$ cat config.mk
export PLATFORM = sky130hd
export DESIGN_NAME = sgd_isqrt
export DESIGN_NICKNAME = d
export VERILOG_FILES = /design/src/rtl/sobel_gradient_with_direction_unit_defines.svh /design/src/rtl/sgd_pkg.sv /design/src/rtl/sgd_isqrt.sv
export SDC_FILE = /design/constraint.sdc
export NUM_CORES = 1
export LEC_CHECK = 0
export BUFFER_PORTS_ARGS = -buffer_cell sky130_fd_sc_hd__buf_4
export CAP_MARGIN = 20
export CORE_UTILIZATION = 34
export CTS_CLUSTER_SIZE = 16
export DETAILED_ROUTE_END_ITERATION = 12
export PLACE_DENSITY_LB_ADDON = 0.3
export RECOVER_POWER = 100
export SYNTH_ARGS = -nofsm -noshare
export SYNTH_HDL_FRONTEND = slang
export SYNTH_SLANG_ARGS = --single-unit
export TNS_END_PERCENT = 10
$ cat constraint.sdc
create_clock -name clock -period 6.5 [get_ports clock]
set_input_delay 0.65 -clock clock [delete_from_list [all_inputs] [get_ports clock]]
set_output_delay 0.65 -clock clock [all_outputs]
set_load 0.005 [all_outputs]
$ cat src/rtl/sobel_gradient_with_direction_unit_defines.svh
// ----------------------------------------------------------------------------
// Sobel gradient unit: assertion macros
// Concurrent assertion wrappers used by the top-level RTL file; ASSERT_OFF drops them.
// ----------------------------------------------------------------------------
`ifndef SOBEL_GRADIENT_WITH_DIRECTION_UNIT_DEFINES_SVH
`define SOBEL_GRADIENT_WITH_DIRECTION_UNIT_DEFINES_SVH

`ifndef ASSERT_OFF
`define SGD_ASSERT(label, clk, rst, prop) \
   label: assert property (@(posedge clk) disable iff (rst) prop) \
      else $error("sobel gradient unit: assertion failed");
`define SGD_ASSERT_ALWAYS(label, clk, prop) \
   label: assert property (@(posedge clk) prop) \
      else $error("sobel gradient unit: assertion failed");
`else
`define SGD_ASSERT(label, clk, rst, prop)
`define SGD_ASSERT_ALWAYS(label, clk, prop)
`endif

`endif

$ cat src/rtl/sgd_pkg.sv
// ----------------------------------------------------------------------------
// Sobel gradient unit: package
// Field widths, register codes, direction codes and shared types.
// ----------------------------------------------------------------------------
package sgd_pkg;

   // defaults for the top-level parameters
   localparam int MAX_WIDTH_DEF = 1024;
   localparam int BORDER_DEF    = 3;

   // smallest effective width and height
   localparam int MIN_DIM = 3;

   // payload widths
   localparam int PIX_W     = 8;
   localparam int CFG_W     = 11;
   localparam int ROW_W     = 11;
   localparam int COL_OUT_W = 10;
   localparam int MAG_W     = 11;
   localparam int DIR_W     = 2;

   // gradient arithmetic
   localparam int GRAD_W     = 11;            // signed gx, gy
   localparam int ABS_W      = 10;            // |gx|, |gy| up to 1020
   localparam int SQ_W       = 2 * MAG_W - 1; // gx^2 + gy^2 below 2^21
   localparam int TAN_PROD_W = 28;
   localparam int Q16_SHIFT  = 16;

   localparam logic [TAN_PROD_W-1:0] TAN_STEEP_Q16 = 28'd158218;
   localparam logic [TAN_PROD_W-1:0] TAN_DIAG_Q16  = 28'd27146;

   // configuration port
   localparam int CSR_DATA_W  = 32;
   localparam int CSR_ADDR_W  = 3;
   localparam int CSR_SEL_BIT = 2;

   localparam logic REG_IMAGE_WIDTH  = 1'b0;
   localparam logic REG_IMAGE_HEIGHT = 1'b1;

   localparam logic [CFG_W-1:0] IMAGE_WIDTH_RST  = 11'd640;
   localparam logic [CFG_W-1:0] IMAGE_HEIGHT_RST = 11'd570;

   // direction codes
   localparam logic [DIR_W-1:0] DIR_STEEP    = 2'd0;
   localparam logic [DIR_W-1:0] DIR_NEG_DIAG = 2'd1;
   localparam logic [DIR_W-1:0] DIR_FLAT     = 2'd2;
   localparam logic [DIR_W-1:0] DIR_POS_DIAG = 2'd3;

   typedef struct packed {
      logic             done;
      logic [MAG_W-1:0] root;
   } sqrt_status_type;

endpackage

$ cat src/rtl/sgd_isqrt.sv
// ----------------------------------------------------------------------------
// Sobel gradient unit: integer square root
// Shift-subtract floor square root, one result bit per cycle.
// ----------------------------------------------------------------------------
module sgd_isqrt
   import sgd_pkg::*;
(
   input  logic            clock,
   input  logic            reset,
   input  logic            start,
   input  logic [SQ_W-1:0] radicand,
   output sqrt_status_type status
);

   logic            busy_ff, busy_in;
   logic            done_ff, done_in;
   logic [SQ_W-1:0] rem_ff, rem_in;
   logic [SQ_W:0]   res_ff, res_in;
   logic [SQ_W-1:0] bit_ff, bit_in;
   logic [SQ_W:0]   trial;

   always_comb begin
      busy_in = busy_ff;
      done_in = 1'b0;
      rem_in  = rem_ff;
      res_in  = res_ff;
      bit_in  = bit_ff;
      trial   = res_ff + (SQ_W+1)'(bit_ff);
      if (start) begin
         busy_in = 1'b1;
         rem_in  = radicand;
         res_in  = '0;
         bit_in  = SQ_W'(1) << (SQ_W - 1);
      end else if (busy_ff) begin
         if ({1'b0, rem_ff} >= trial) begin
            rem_in = SQ_W'({1'b0, rem_ff} - trial);
            res_in = (res_ff >> 1) + (SQ_W+1)'(bit_ff);
         end else begin
            res_in = res_ff >> 1;
         end
         bit_in = bit_ff >> 2;
         // last digit: stop and flag the root
         if (bit_ff[0]) begin
            busy_in = 1'b0;
            done_in = 1'b1;
         end
      end
   end

   always_ff @(posedge clock) begin
      if (reset) begin
         busy_ff <= 1'b0;
         done_ff <= 1'b0;
      end else begin
         busy_ff <= busy_in;
         done_ff <= done_in;
      end
      rem_ff <= rem_in;
      res_ff <= res_in;
      bit_ff <= bit_in;
   end

   assign status.done = done_ff;
   assign status.root = res_ff[MAG_W-1:0];

endmodule

-- Word-level counts from Yosys, hierarchy flattened
Index checks and enable logic that the tools add are counted.
- add/sub/neg operators: 3
- $mul: 0
- divide/modulo/power cells: 0
- order comparisons: 1
- eq/ne operators: 0
- shift-type cells: 0
- multiplexer cells: 8
- bitwise logic cells: 1
- reductions and logical operators: 4
- operators with widths (cell ; number):
    $mux W21 ; 3
    $add A21 B21 Y22 ; 1
    $add A22 B21 Y22 ; 1
    $ge A21 B22 Y1 ; 1
    $mux W22 ; 1
    $sub A21 B21 Y21 ; 1
    $mux W1 ; 4
    $reduce_bool A2 Y1 ; 2
    $reduce_or A3 Y1 ; 1
    $reduce_and A2 Y1 ; 1
    $not A1 Y1 ; 1
- register bits: 56
- latch bits: 0
- RAM bits: 0
- ROM bits: 0
- bits of input ports: 24
- output and inout port bits: 12
- logic and storage cells: 22
- memories: 0

-- Depth between registers and ports, before layout
- depth after elaboration: 5
- mapped depth: 21
- depth with buffers taken out: 19

-- Worst setup path before layout
Ideal clock, no wire load.
- path type: reg2reg
- start point: reg res_ff[0]
- end point: reg rem_ff[0] (enable)
- setup time: 0.428 ns
- arrival: 5.286 ns
- data required time: 6.072 ns
- path slack: 0.786 ns
- stages on the path, launching flop included: 21
- buffers on the path: 2
- clock period less this slack: 5.714 ns
- cells stage by stage: dfxtp_1 > ha_1 > ha_1 > a21o_1 > a31o_2 > a31o_2 > a21o_1 > a31oi_1 > nor2_1 > o21ai_0 > xor2_1 > ha_1 > nand4_1 > or4_1 > o21ai_1 > o2bb2ai_1 > a211oi_1 > a21o_1 > buf_6 > buf_2 > o21ai_0
- longest elaborated chain between the ends: 4
- RTL lines (item ; RTL line ; source):
    start: declaration ; sgd_isqrt.sv:18 ; logic [SQ_W:0] res_ff, res_in;
    start signal: assignment ; sgd_isqrt.sv:59 ; res_ff <= res_in;
    $add A22 B21 Y22 ; sgd_isqrt.sv:28 ; trial = res_ff + (SQ_W+1)'(bit_ff);
    $ge A21 B22 Y1 ; sgd_isqrt.sv:35 ; if ({1'b0, rem_ff} >= trial) begin
    $reduce_bool A2 Y1 (no source line) ; n/a ;
    $reduce_and A2 Y1 (no source line) ; n/a ;
    end signal: assignment ; sgd_isqrt.sv:58 ; rem_ff <= rem_in;
    end: declaration ; sgd_isqrt.sv:17 ; logic [SQ_W-1:0] rem_ff, rem_in;
Every way passes these cells.
A chain may end at the register's enable or synchronous reset.

-- Final worst setup path
- start point: reg res_ff[2]
- end point: reg res_ff[8]
- longest elaborated chain between the ends: 3
- elaborated cells between the ends (all ways): 4
- classes of those cells: add/sub: 2; order compare: 1; mux: 1
- RTL lines (item ; RTL line):
    $add A22 B21 Y22 ; sgd_isqrt.sv:28
    $ge A21 B22 Y1 ; sgd_isqrt.sv:35
    $mux W22 (*) ; sgd_isqrt.sv:35
Mark *: on every way between the ends. The rest lies on a longest branch, timed or not.

==> flow_summary_export.csv <==
group,metric,value,unit
clock_network,cts-root-buf,"clkbuf_16",
power_and_ir_drop,post-layout-total-power,1.817,mW
logic_synthesis,postSynthRegisterBits,56,
route,routedWlPerCell,15.10,um
route,route.final.wire_length,10.63,mm
sta,setup_repair_after_global_routing_missed_its_margin,"no",
sta,hold_vio_cnt_final,0,
logic_synthesis,ys_warns,0,
worst_setup_path,timing_worst_setup_path_type,"flop to flop",
clock_network,cts_sinks,56,
clock_network,cts_max_level,2,
die,dieWidth,116.4,um
flow_run,drv_cap,1,
route,vias,3817,
placement,place.gp.congestion,0.8994,
worst_setup_path,critical_path.startpoint_type,"flop",
power_and_ir_drop,leak_pwr,1.913,nW
logic_synthesis,postSynth.asyncResetShare,0,
sta,final.setup.worst_slack,1.201,ns
route,drt-initial-drc-count,234,
finish,drive_gt1_frac,0.1015,
die,fp-row-count,41,
finish,layout_common_cells,"nor2_1, nand2_1, ha_1, o21ai_0, dfxtp_1",
finish,multi_input_gate_area,2878,um^2
sta,worst_pin_slew,2.958,ns
power_and_ir_drop,vdd_ir_drop_max,0.1272,mV
grt,grt_overflow,0,
logic_synthesis,synth-seq-area-share,0.2990,
route,vias_per_cell,5.422,
die,core-area,12670,um^2
worst_setup_path,cp.arrival,5.32,ns
finish,diodes,0,
route,first_pass_iters,4,
outcome,violations,"capacitance limit, slew limit",
clock_network,cts_buffers,5,
logic_synthesis,syn-num-nets,590,
sta,min_period,5.299,ns
finish,sequential_cell_area,1333,um^2
die,y_dimension_of_the_die,116.4,um
die,die_area,13550,um^2
clock_network,clk_latency,0.30,ns
finish,fillCellCount,1312,
clock_network,ctsResizeCount,0,
placement,placed_area,4772,um^2
grt,grt_antenna_before_repair,0,
grt,globalRouteTotalUtil,0.1650,
sta,period_share,0.8152,
sta,worst_hold_slack,0.4946,ns
outcome,outcome,"finished, violations left",
worst_setup_path,crit_path_max_fanout,21,
logic_synthesis,yosys_most_used_dff,"dfxtp_1",
finish,final_common_cell,"nor2_1",
route,drc,0,
power_and_ir_drop,powerDensity,371.5,nW/um^2
clock_network,cts_hold_buf,0,
placement,detailed_place_hpwl,7.707,mm
die,io_pins,36,
logic_synthesis,edff_count_synth,21,
clock_network,cts_max_path_bufs,2,
sta,worst_clock_skew,0.006870,ns
sta,slew_headroom,-0.9723,
sta,max_slew_violation_count,75,
logic_synthesis,netlist_instances,520,
logic_synthesis,syn_avg_cell_area,8.561,um^2
worst_setup_path,req_time_crit_path,6.52,ns
clock_network,post_cts_buffers,0,
finish,syn_to_final_growth,9.893,%
finish,final_area,4892,um^2
worst_setup_path,worstSetupEndpointType,"flop",
clock_network,cts.reportedPaths.clkPinSlew,0.08,ns
grt,grt_pass1_vias,3687,
placement,port-buffer-count,35,
placement,place_ws,1.601,ns
finish,layout.nets,601,
sta,totalNegativeSetupSlack,0,ns
logic_synthesis,synth_cell_types,58,
route,drtAntennaViolNets,0,
grt,grt_max_degree,75,
sta,achievable-frequency,0.1887,GHz
clock_network,tritoncts,"built",
hold_path,holdCritPathClass,"input pin to flop",
sta,setup_violations,0,
logic_synthesis,synth.cell_area,4452,um^2
grt,grt_first_pass_wirelength,17.57,mm
die,initial_utilization,0.3513,
## power breakdown
part	switching (mW)	internal, mW	leakage [nW]
Sequential	0.0678	0.477	0.497
Combinational	0.590	0.399	1.34
Clock	0.139	0.145	0.0742
Total	0.796	1.02	1.91
## routing by layer
metal,track usage,wire (um),share of wire
met5,0,0,0
met4,0.04359,124,0.012
met3,0.02387,345,0.032
met2,0.2884,5046,0.47
met1,0.2116,5114,0.48
## final timing paths
kind / startpoint / endpoint / slack [ns] / depth (start not counted)
max: res_ff[2] / res_ff[8] / 1.20 / 19
min: reset / busy_ff / 0.49 / 2
max reg2reg: res_ff[2] / res_ff[8] / 1.20 / 19
min reg2reg: res_ff[0] / res_ff[0] / 0.50 / 2
## cell families (layout without fill, tap and decap cells)
logic type               Yosys count  in the layout  synth area share
AO/OA/AOI/OAI                    166            166            0.2468
XOR/XNOR                          40             40           0.07870
adder cells (fa/ha/maj)           46             46            0.1310
buffers and inverters             48             60           0.05340
flip-flops                        56             56            0.2990
multiplexers                      17             17           0.03935
AND/OR/NAND/NOR                  147            147            0.1518
## registers in the layout, summed over array words and instances (netlist names)
signal and flops:
res_ff 22, rem_ff 21, bit_ff 11, busy_ff 1
done_ff 1
## per-stage QoR
step,utilization,instances
finish,0.3861,704
global route,0.3861,704
CTS,0.3883,704
detailed placement,0.3766,696
global placement,0.3766,696
floorplan,-,520
## area by class of cell
cell class / count / area share
multi-input cells: 416 / 0.5882
flip-flops and latches: 56 / 0.2724
clock inverters: 3 / 0.004604
repair buffers: 38 / 0.05448
inverters: 14 / 0.01074
clock buffers: 5 / 0.02558
well taps: 172 / 0.04399
## cell usage after synthesis (4+ instances only)
library cell  instances  share of area
nand4_1               8          0.011
mux2_2                4          0.010
nor3_1               12          0.013
nor2_1               49          0.041
nand2b_1              6         0.0084
a211oi_1              9          0.015
o21ai_0              43          0.048
buf_4                12          0.020
inv_1                14          0.012
o21bai_1              8          0.013
mux2i_1              13          0.029
nand3_1               6         0.0067
xor2_1               26          0.051
a311oi_1              9          0.018
buf_2                 4         0.0045
a221oi_1              4         0.0079
a31oi_1              17          0.024
or3_1                 6         0.0084
a21o_1               13          0.022
xnor2_1              14          0.028
edfxtp_1             21           0.14
a21oi_1              31          0.035
clkbuf_1             15          0.013
dfxtp_1              35           0.16
nand2_1              47          0.040
ha_1                 45           0.13
## worst max-delay path: stages (launching register included)
cell,delay [ns]
dfxtp_1,0.46
ha_1,0.31
a31oi_1,0.36
a211oi_1,0.23
a21o_1,0.23
a31oi_1,0.27
nor2_1,0.09
nor2_1,0.16
o21bai_1,0.10
xnor2_1,0.13
ha_1,0.38
nand4_1,0.10
or4_1,0.47
o21ai_0,0.16
o2bb2ai_1,0.13
a211oi_1,0.09
a21oi_1,0.13
clkbuf_1,0.83
mux2i_1,0.27
a221oi_1,0.11
No activity file was read; power rests on OpenSTA's default activity.
